### config.mk
export PLATFORM = sky130hd
export DESIGN_NAME = packed_complex_alu
export DESIGN_NICKNAME = d
export VERILOG_FILES = /design/src/rtl/pca_pkg.sv /design/src/rtl/pca_front.sv /design/src/rtl/pca_round.sv /design/src/rtl/packed_complex_alu.sv
export VERILOG_INCLUDE_DIRS = /design/src /design/src/rtl
export SDC_FILE = /design/constraint.sdc
export NUM_CORES = 2
export LEC_CHECK = 0
export BUFFER_PORTS_ARGS = -buffer_cell sky130_fd_sc_hd__buf_4
export CORE_ASPECT_RATIO = 0.7
export CORE_MARGIN = 2
export CORE_UTILIZATION = 60
export DETAILED_ROUTE_END_ITERATION = 6
export GPL_TIMING_DRIVEN = 0
export PLACE_DENSITY = 0.77
export SETUP_SLACK_MARGIN = 0.15
export SYNTH_ARGS = -nofsm -noshare
export SYNTH_HDL_FRONTEND = slang
export SYNTH_SLANG_ARGS = --single-unit
### constraint.sdc
create_clock -name clk -period 31.5 [get_ports clk]
set_input_delay 1.575 -clock clk [delete_from_list [all_inputs] [get_ports clk]]
set_output_delay 1.575 -clock clk [all_outputs]
set_load 0.05 [all_outputs]
### src/rtl/assert_macros.svh
// Assertion macros shared by the packed complex ALU RTL.
`ifndef ASSERT_MACROS_SVH
`define ASSERT_MACROS_SVH

// The consequent must hold in the same cycle as the antecedent.
`define ASSERT_IMPLIES(lbl, clk, rst_n, ante, cons) \
	lbl: assert property (@(posedge clk) disable iff (!(rst_n)) (ante) |-> (cons)) \
		else $error("same-cycle implication failed");

// The consequent must hold in the cycle after the antecedent.
`define ASSERT_NEXT(lbl, clk, rst_n, ante, cons) \
	lbl: assert property (@(posedge clk) disable iff (!(rst_n)) (ante) |=> (cons)) \
		else $error("next-cycle implication failed");

`endif

### src/rtl/pca_pkg.sv
// Package with command codes and stage payload types of the packed complex ALU.
`timescale 1ns / 1ps

package pca_pkg;

	localparam int CmdWidth = 3;
	localparam int WordWidth = 64;

	localparam logic [CmdWidth-1:0] CMD_ADD  = 3'd0;
	localparam logic [CmdWidth-1:0] CMD_SUB  = 3'd1;
	localparam logic [CmdWidth-1:0] CMD_QMUL = 3'd2;
	localparam logic [CmdWidth-1:0] CMD_CONJ = 3'd3;
	localparam logic [CmdWidth-1:0] CMD_AVG  = 3'd4;
	localparam logic [CmdWidth-1:0] CMD_HSUB = 3'd5;

	localparam logic [33:0] Q15_ROUND = 34'h0_0000_8000;

	// Stage 1: Q15 products, exact 33-bit sums or differences, conjugate.
	typedef struct packed {
		logic [CmdWidth-1:0] cmd;
		logic signed [31:0]  prod_rr;
		logic signed [31:0]  prod_ii;
		logic signed [31:0]  prod_ir;
		logic signed [31:0]  prod_ri;
		logic signed [32:0]  t_re;
		logic signed [32:0]  t_im;
		logic [31:0]         conj_word;
	} s1_t;

	// Stage 2: every candidate result, selected in the last stage.
	typedef struct packed {
		logic [CmdWidth-1:0] cmd;
		logic [31:0]         wrap_re;
		logic [31:0]         wrap_im;
		logic [31:0]         mul_word;
		logic [31:0]         conj_word;
		logic [31:0]         avg_re;
		logic [31:0]         avg_im;
		logic [31:0]         half_re;
		logic [31:0]         half_im;
	} s2_t;

endpackage

### src/rtl/pca_front.sv
// First pipeline stage: Q15 partial products and 33-bit sums or differences.
`timescale 1ns / 1ps

module pca_front (
	input  logic                           clk,
	input  logic                           en,
	input  logic [pca_pkg::CmdWidth-1:0]   command,
	input  logic [pca_pkg::WordWidth-1:0]  operand_a,
	input  logic [pca_pkg::WordWidth-1:0]  operand_b,
	output pca_pkg::s1_t                   stage_s1
);
	import pca_pkg::*;

	logic signed [15:0] sr, si, tr, ti;
	logic signed [32:0] a_re, a_im, b_re, b_im;
	logic               sub_mode;
	logic [15:0]        conj_im;
	s1_t                next;

	assign sr = operand_a[15:0];
	assign si = operand_a[31:16];
	assign tr = operand_b[15:0];
	assign ti = operand_b[31:16];

	assign a_re = {operand_a[31], operand_a[31:0]};
	assign a_im = {operand_a[63], operand_a[63:32]};
	assign b_re = {operand_b[31], operand_b[31:0]};
	assign b_im = {operand_b[63], operand_b[63:32]};

	assign sub_mode = (command == CMD_SUB) || (command == CMD_HSUB);

	// Negating the most negative Q15 value saturates to the most positive one.
	assign conj_im = (operand_a[31:16] == 16'h8000) ? 16'h7fff : (16'h0000 - operand_a[31:16]);

	always_comb begin
		next.cmd       = command;
		next.prod_rr   = sr * tr;
		next.prod_ii   = si * ti;
		next.prod_ir   = si * tr;
		next.prod_ri   = ti * sr;
		next.t_re      = sub_mode ? (a_re - b_re) : (a_re + b_re);
		next.t_im      = sub_mode ? (a_im - b_im) : (a_im + b_im);
		next.conj_word = {conj_im, operand_a[15:0]};
	end

	always_ff @(posedge clk) begin
		if (en) begin
			stage_s1 <= next;
		end
	end

endmodule

### src/rtl/pca_round.sv
// Second pipeline stage: Q15 rounding and saturation, halving with rounding.
`timescale 1ns / 1ps

module pca_round (
	input  logic         clk,
	input  logic         en,
	input  pca_pkg::s1_t stage_s1,
	output pca_pkg::s2_t stage_s2
);
	import pca_pkg::*;

	logic [33:0] q_re, q_im;
	logic [32:0] h_avg_re, h_avg_im, h_sub_re, h_sub_im;
	s2_t         next;

	// Takes the high half of a 32-bit saturated value given as 34 bits.
	function automatic logic [15:0] q15_high(input logic [33:0] s);
		logic fits;
		fits = (s[33:31] == 3'b000) || (s[33:31] == 3'b111);
		if (fits) begin
			return s[31:16];
		end
		return s[33] ? 16'h8000 : 16'h7fff;
	endfunction

	// Adds bit 1 and shifts right arithmetically by one.
	function automatic logic [32:0] round_half(input logic [32:0] t);
		logic [33:0] u;
		u = {t[32], t} + {33'b0, t[1]};
		return u[33:1];
	endfunction

	function automatic logic [31:0] sat32(input logic [32:0] h);
		if (h[32] == h[31]) begin
			return h[31:0];
		end
		return h[32] ? 32'h8000_0000 : 32'h7fff_ffff;
	endfunction

	assign q_re = {stage_s1.prod_rr[31], stage_s1.prod_rr, 1'b0}
		- {stage_s1.prod_ii[31], stage_s1.prod_ii, 1'b0} + Q15_ROUND;
	assign q_im = {stage_s1.prod_ir[31], stage_s1.prod_ir, 1'b0}
		+ {stage_s1.prod_ri[31], stage_s1.prod_ri, 1'b0} + Q15_ROUND;

	assign h_avg_re = round_half(stage_s1.t_re);
	assign h_avg_im = round_half(stage_s1.t_im);
	assign h_sub_re = h_avg_re;
	assign h_sub_im = h_avg_im;

	always_comb begin
		next.cmd       = stage_s1.cmd;
		next.wrap_re   = stage_s1.t_re[31:0];
		next.wrap_im   = stage_s1.t_im[31:0];
		next.mul_word  = {q15_high(q_im), q15_high(q_re)};
		next.conj_word = stage_s1.conj_word;
		next.avg_re    = h_avg_re[31:0];
		next.avg_im    = h_avg_im[31:0];
		next.half_re   = sat32(h_sub_re);
		next.half_im   = sat32(h_sub_im);
	end

	always_ff @(posedge clk) begin
		if (en) begin
			stage_s2 <= next;
		end
	end

endmodule

### src/rtl/packed_complex_alu.sv
// Top level of the packed complex ALU: handshake control and result select.
// Products, rounding and the result select take one stage each, registered in that order.
// Throughput: one word per cycle while res_stall does not hold a result word.
// The whole pipeline holds while a result word waits under res_stall.
// Reset clears only the stage valid bits; payload registers are not reset.
`timescale 1ns / 1ps
`include "assert_macros.svh"

module packed_complex_alu (
	input  logic                           clk,
	input  logic                           arst_n,
	input  logic                           cmd_valid,
	output logic                           cmd_stall,
	input  logic [pca_pkg::CmdWidth-1:0]   command,
	input  logic [pca_pkg::WordWidth-1:0]  operand_a,
	input  logic [pca_pkg::WordWidth-1:0]  operand_b,
	output logic                           res_valid,
	input  logic                           res_stall,
	output logic [pca_pkg::WordWidth-1:0]  result_word
);
	import pca_pkg::*;

	logic                 adv;
	logic                 valid_s1, valid_s2, valid_s3;
	s1_t                  stage_s1;
	s2_t                  stage_s2;
	logic [CmdWidth-1:0]  cmd_s3;
	logic [WordWidth-1:0] word_s3;
	logic [WordWidth-1:0] sel_word;

	// All stages move together whenever the output word is not held.
	assign adv       = !(valid_s3 && res_stall);
	assign cmd_stall = !adv;

	pca_front u_front (
		.clk       (clk),
		.en        (adv),
		.command   (command),
		.operand_a (operand_a),
		.operand_b (operand_b),
		.stage_s1  (stage_s1)
	);

	pca_round u_round (
		.clk      (clk),
		.en       (adv),
		.stage_s1 (stage_s1),
		.stage_s2 (stage_s2)
	);

	always_comb begin
		case (stage_s2.cmd)
			CMD_ADD, CMD_SUB: begin
				sel_word = {stage_s2.wrap_im, stage_s2.wrap_re};
			end
			CMD_QMUL: begin
				sel_word = {32'h0, stage_s2.mul_word};
			end
			CMD_CONJ: begin
				sel_word = {32'h0, stage_s2.conj_word};
			end
			CMD_AVG: begin
				sel_word = {stage_s2.avg_im, stage_s2.avg_re};
			end
			CMD_HSUB: begin
				sel_word = {stage_s2.half_im, stage_s2.half_re};
			end
			default: begin
				sel_word = '0;
			end
		endcase
	end

	always_ff @(posedge clk or negedge arst_n) begin
		if (!arst_n) begin
			valid_s1 <= 1'b0;
			valid_s2 <= 1'b0;
			valid_s3 <= 1'b0;
		end else if (adv) begin
			valid_s1 <= cmd_valid;
			valid_s2 <= valid_s1;
			valid_s3 <= valid_s2;
		end
	end

	always_ff @(posedge clk) begin
		if (adv) begin
			cmd_s3  <= stage_s2.cmd;
			word_s3 <= sel_word;
		end
	end

	assign res_valid   = valid_s3;
	assign result_word = word_s3;

	`ASSERT_NEXT(a_s2_reaches_output, clk, arst_n, valid_s2 && adv, res_valid)
	`ASSERT_IMPLIES(a_q15_upper_zero, clk, arst_n, res_valid && (cmd_s3 == CMD_QMUL || cmd_s3 == CMD_CONJ), result_word[63:32] == 32'h0)
	`ASSERT_IMPLIES(a_unused_cmd_zero, clk, arst_n, res_valid && cmd_s3 > CMD_HSUB, result_word == '0)

endmodule
# [Word level (Yosys, flattened, before mapping)]
# Cells that the tools add are included.
[op_classes] eq_ne=12 order_cmp=0 muxes=19 multipliers=4 reduce_logical=8 add_sub_neg=11 div=0 n_bitwise=0 shifts=0
[op_table] cell="64-bit case mux with 5 select lines" n=1
[op_table] cell="32-bit two-way mux" n=6
[op_table] cell="16-bit by 16-bit multiplier with 32-bit output" n=4
[op_table] cell="16-bit two-way mux" n=6
[op_table] cell="33-bit by 2-bit adder with 34-bit output" n=2
[op_table] cell="34-bit by 16-bit adder with 34-bit output, second input constant" n=2
[op_table] cell="32-bit by 32-bit adder with 33-bit output" n=2
[op_table] cell="33-bit two-way mux" n=2
[op_table] cell="32-bit by 32-bit subtractor with 33-bit output" n=2
[op_table] cell="33-bit by 33-bit adder with 34-bit output" n=1
[op_table] cell="33-bit by 33-bit subtractor with 34-bit output" n=1
[op_table] cell="16-bit == test, second input constant" n=1
[op_table] cell="1-bit by 16-bit subtractor with 16-bit output, first input constant" n=1
[op_table] cell="3-bit == test, second input constant" n=5
[op_table] cell="3-bit logical NOT" n=3
[op_table] cell="3-bit by 1-bit == test with 1-bit output, second input constant" n=2
[op_table] cell="3-bit by 2-bit == test with 1-bit output, second input constant" n=2
[op_table] cell="1-bit two-way mux" n=4
[op_table] cell="1-bit logical OR" n=3
[op_table] cell="1-bit == test" n=2
[op_table] cell="2-bit OR reduction" n=1
[op_table] cell="1-bit logical AND" n=1
[word_totals] inputBits=135 reg_bits=555 ramBits=0 memories=0 latchBits=0 rom_bits=0

# [Depth between registers and ports, before layout]
[depth] word_depth=6 mapped_depth=27

# [Cells and area by module]
# From an unflattened synthesis, not the netlist that was laid out.
[hier_totals] cells_unflattened=6639 hier_area_um2=68276.7
[modules_own_cells] mod="pca_front" cells_per_inst=5297 area_each_um2=51030.2 instances=1
[modules_own_cells] mod="pca_round" cells_per_inst=1043 area_each_um2=13387.8 instances=1
[modules_own_cells] mod="packed_complex_alu" cells_per_inst=299 area_each_um2=3858.7 instances=1

# [Least setup slack after synthesis]
# OpenSTA, ideal clock, no wires.
[synth_path] path_type="input to output" from="input port res_stall" to="output port cmd_stall" path_buffers=0 stages=2 t_required_ns=29.925 path_slack_ns=12.862 arrival_ns=17.063 path_cell_list="nand2_1 inv_1"
[synth_via] elab_chain_cells=1
[synth_rtl] element="from (decl)" line="packed_complex_alu.sv:18" source="input logic res_stall,"
[synth_rtl] element="1-bit logical AND" line="packed_complex_alu.sv:32" source="assign adv = !(valid_s3 && res_stall);"
[synth_rtl] element="to (decl)" line="packed_complex_alu.sv:13" source="output logic cmd_stall,"
# Every way passes these cells.

==> run_summary.xml <==
<?xml version="1.0" encoding="UTF-8"?>
<metrics>
  <group name="detailed_routing">
    <metric name="drt_drc_violations_left" unit="">0</metric>
    <metric name="final_antenna_net_count" unit="">0</metric>
    <metric name="route.layer.met1.wl" unit="mm">96.91</metric>
    <metric name="detail_route.first_pass.iterations" unit="">7</metric>
    <metric name="drt_iter0_drc" unit="">6150</metric>
    <metric name="met2_length" unit="mm">93.20</metric>
    <metric name="routed-wl-met3" unit="mm">35.37</metric>
    <metric name="vias_per_cell" unit="">6.035</metric>
    <metric name="maxUsedRoutingLayer" unit="">met5</metric>
    <metric name="drt-wirelength-per-cell" unit="um">28.26</metric>
    <metric name="via_total_after_detailed_routing" unit="">50330</metric>
    <metric name="wirelength" unit="mm">235.7</metric>
  </group>
  <group name="setup_path">
    <metric name="rr_startpoint" unit="">u_front.stage_s1[32]$_DFFE_PN_</metric>
    <metric name="timing.critical_path.mode_cell" unit="">sky130_fd_sc_hd__fa_1</metric>
    <metric name="delay_of_the_slowest_cell_on_the_worst_path" unit="ps">1100</metric>
    <metric name="rrSetupSlack" unit="ps">25820</metric>
    <metric name="depth_of_the_worst_register_to_register_path" unit="">15</metric>
    <metric name="path_cells" unit="">buf_4, clkbuf_1, clkbuf_1, nand2_1, fa_1, fa_1, fa_1, inv_1, fa_1, fa_1, inv_1, fa_1, inv_1, ha_1, a21oi_1, o21ai_0, o311ai_0, a211oi_1, nor4_1, o31ai_1, a21oi_1, xnor2_1</metric>
    <metric name="crit_path_max_fanout" unit="">10</metric>
    <metric name="timing.critical_path.from_type" unit="">primary input</metric>
    <metric name="required" unit="ps">31940</metric>
    <metric name="cp-end-kind" unit="">flop</metric>
    <metric name="worstReg2RegEnd" unit="">u_round.stage_s2[6]$_DFFE_PN_</metric>
    <metric name="timing_worst_setup_path_type" unit="">in2reg</metric>
    <metric name="worst-endpoint-arrival" unit="ps">10560</metric>
    <metric name="critical-path-slowest-cell" unit="">sky130_fd_sc_hd__o311ai_0</metric>
  </group>
  <group name="logic_synthesis">
    <metric name="synth-warning-count" unit="">0</metric>
    <metric name="synthXorXnorAreaFrac" unit="">0.04781</metric>
    <metric name="synth_top_family_by_area" unit="">adder cells</metric>
    <metric name="synth-compound-area-share" unit="">0.07595</metric>
    <metric name="postSynthAreaPerCell" unit="um2">10.28</metric>
    <metric name="synth_seq_cells" unit="">555</metric>
    <metric name="post_synth_adder_cell_area" unit="">0.4091</metric>
    <metric name="post_synthesis_simple_gate_area_fraction" unit="">0.1237</metric>
    <metric name="synth_async_reset_ratio" unit="">0.005405</metric>
    <metric name="synthMuxAreaShare" unit="">0.01013</metric>
    <metric name="synth_sequential_area_ratio" unit="">0.2470</metric>
    <metric name="postSynthCellCount" unit="">6556</metric>
    <metric name="netlist-cell-type-count" unit="">95</metric>
    <metric name="synth.net_count" unit="">8265</metric>
    <metric name="synth_edf_count" unit="">552</metric>
    <metric name="mappedNetlistArea" unit="mm2">0.06741</metric>
    <metric name="ys.flop_type" unit="">sky130_fd_sc_hd__edfxtp_1</metric>
  </group>
  <group name="cts">
    <metric name="post_cts.resized_instances" unit="">0</metric>
    <metric name="clock_path_buffers" unit="">3</metric>
    <metric name="hold_buffers" unit="">0</metric>
    <metric name="cts_num_sinks" unit="">555</metric>
    <metric name="ctsHtreeMaxLevel" unit="">2</metric>
    <metric name="cts_made_buffers" unit="">53</metric>
    <metric name="cts.clk_slew.worst_paths" unit="ps">90</metric>
    <metric name="root_buffer" unit="">sky130_fd_sc_hd__clkbuf_16</metric>
    <metric name="insertion_delay" unit="ps">700</metric>
    <metric name="post_cts.repair.setup_buffers" unit="">0</metric>
    <metric name="cts_tree" unit="">yes</metric>
  </group>
  <group name="finish">
    <metric name="layout.nets" unit="">8511</metric>
    <metric name="filler_cell_count" unit="">8814</metric>
    <metric name="most_frequent_cells_in_the_layout" unit="">sky130_fd_sc_hd__inv_1 (1249), sky130_fd_sc_hd__fa_1 (1050), sky130_fd_sc_hd__nand2_1 (646)</metric>
    <metric name="post_layout_nonfiller_instances" unit="">8339</metric>
    <metric name="mostFrequentLayoutCell" unit="">sky130_fd_sc_hd__inv_1</metric>
    <metric name="syn_to_final_growth" unit="%">7.768</metric>
    <metric name="multi_input_comb_area" unit="mm2">0.04496</metric>
    <metric name="drive_gt1_frac" unit="">0.05551</metric>
    <metric name="storage_element_area" unit="mm2">0.01665</metric>
  </group>
  <group name="sta">
    <metric name="period_needed" unit="ps">10120</metric>
    <metric name="slew-limit-headroom" unit="">-0.1076</metric>
    <metric name="tightest_slew" unit="ps">1661</metric>
    <metric name="setup-tns-final" unit="ps">0</metric>
    <metric name="timing.final.crit_share" unit="">0.3214</metric>
    <metric name="final.hold.worst_slack" unit="ps">414.4</metric>
    <metric name="grt_setup_unrepaired" unit="">no</metric>
    <metric name="fin_skew" unit="ps">74.00</metric>
    <metric name="fmax" unit="MHz">98.77</metric>
    <metric name="final_max_slew_viol_count" unit="">79</metric>
    <metric name="timing_hold_violations_final" unit="">0</metric>
    <metric name="setup_violations" unit="">0</metric>
  </group>
  <group name="outcome">
    <metric name="violations" unit="">capacitance limit, slew limit</metric>
    <metric name="result_of_the_run" unit="">finished, violations left</metric>
  </group>
  <group name="placement">
    <metric name="place.detailed.instances" unit="">8201</metric>
    <metric name="gpl.final_weighted_congestion" unit="">1.059</metric>
    <metric name="port_buffers" unit="">178</metric>
    <metric name="post-dp-hpwl" unit="mm">186.8</metric>
  </group>
  <group name="grt">
    <metric name="grt-ovfl-total" unit="">0</metric>
    <metric name="number_of_global_route_vias_before_repair" unit="">49650</metric>
    <metric name="grtUsageTotal" unit="">0.4172</metric>
    <metric name="antenna_violations_before_repair" unit="">42</metric>
    <metric name="grt_pass1_wl" unit="mm">338.9</metric>
    <metric name="largest_net_degree_at_the_start_of_global_routing" unit="">77</metric>
  </group>
  <group name="die">
    <metric name="die_y" unit="um">284.4</metric>
    <metric name="initial_cell_density_of_the_core" unit="">0.6071</metric>
    <metric name="floorplan.die.width" unit="um">404.6</metric>
    <metric name="floorplan.die_area" unit="mm2">0.1151</metric>
    <metric name="coreArea" unit="mm2">0.1110</metric>
    <metric name="number_of_top_level_pins" unit="">201</metric>
    <metric name="floorplan.rows" unit="">102</metric>
  </group>
  <group name="worst_hold_path">
    <metric name="timing.hold.worst_path_depth" unit="">0</metric>
    <metric name="hp-class" unit="">reg2reg</metric>
    <metric name="worst_hold_path.endpoint" unit="">u_round.stage_s2[145]$_DFFE_PN_</metric>
    <metric name="hold_wc_startpoint" unit="">u_front.stage_s1[17]$_SDFFCE_PN1N_</metric>
  </group>
  <group name="flow_run">
    <metric name="cap_viol_max_count" unit="">11</metric>
  </group>
</metrics>
[flip-flops by register name (all words and copies together), names as in the netlist]
| register | flops |
|---|---|
| res_valid | 1 |
| result_word | 64 |
| u_front.stage_s1 | 229 |
| valid_s2 | 1 |
| valid_s1 | 1 |
| u_round.stage_s2 | 259 |
[Yosys cell counts (all sizes together), types with 19 or more instances]
master,instances,share of area
a211oi,54,0.0062
a21oi,194,0.015
nand2b,37,0.0034
fa,1050,0.31
o21a,28,0.0031
nor2b,19,0.0018
and3,24,0.0023
and2,491,0.046
inv,1249,0.070
nor3,44,0.0039
o21ai,167,0.013
o21ba,37,0.0055
a221o,38,0.0056
nand4,29,0.0030
o31ai,19,0.0023
xor2,106,0.014
nor2,281,0.016
nand2,647,0.036
clkbuf,268,0.015
xnor2,262,0.034
buf,24,0.0018
ha,524,0.097
mux2i,66,0.0098
a21o,95,0.011
nand3,62,0.0046
edfxtp,552,0.25
[per-stage QoR]
| step | cell area, um2 | setup WS [ps] | util |
|---|---|---|---|
| after detailed placement | 70840 | 21270 | 0.6380 |
| after global placement | 70570 | 11780 | 0.6356 |
| final | 72640 | 21380 | 0.6543 |
| after CTS | 72520 | 21940 | 0.6532 |
| after global routing | 72560 | 21220 | 0.6536 |
| after floorplan | 67410 | 12860 | - |
[cell families after synthesis]
group	Yosys count
fa+ha+maj	1574
flops	555
xor+xnor	368
compound gates	751
mux	68
simple gates	1698
buf+inv	1542
[per-layer routing]
metal	global-route usage	up-vias
met3	0.1756	477
met2	0.5631	2994
met1	0.6015	25490
li1	-	21350
met4	0.1430	16
met5	0.005013	-
[area by class of cell]
class | count | area share
antenna | 37 | 0.001275
buffer | 292 | 0.01555
clock buffer | 64 | 0.01883
clock inverter | 35 | 0.004375
inverter | 1250 | 0.06459
multi-input combinational | 4459 | 0.6189
sequential | 555 | 0.2292
tap | 1456 | 0.02508
timing repair buffer | 191 | 0.02215
[worst max-delay path by stage]
| stage | slack [ps] | end | depth (start not counted) | start |
|---|---|---|---|---|
| global route | 21220 | u_front.stage_s1[161]$_DFFE_PN_ | 22 | operand_a[28] |
| detailed placement | 21270 | u_front.stage_s1[129]$_DFFE_PN_ | 23 | operand_b[31] |
| finish | 21380 | u_front.stage_s1[161]$_DFFE_PN_ | 22 | operand_a[28] |
| floorplan | 12860 | cmd_stall | 2 | res_stall |
| global placement | 11780 | cmd_stall | 4 | res_stall |
| CTS | 21940 | u_front.stage_s1[129]$_DFFE_PN_ | 23 | operand_b[31] |
[critical path, delay by kind of cell]
| kind | cells | cell delay [ps] |
|---|---|---|
| xor+xnor | 1 | 90 |
| buf+inv | 6 | 2190 |
| simple gates | 2 | 740 |
| fa+ha+maj | 7 | 3400 |
| compound gates | 6 | 2530 |
Power is left out: the tool's default activity adds up to more than one toggle a clock period on the data nets, which glitch-free logic cannot reach.
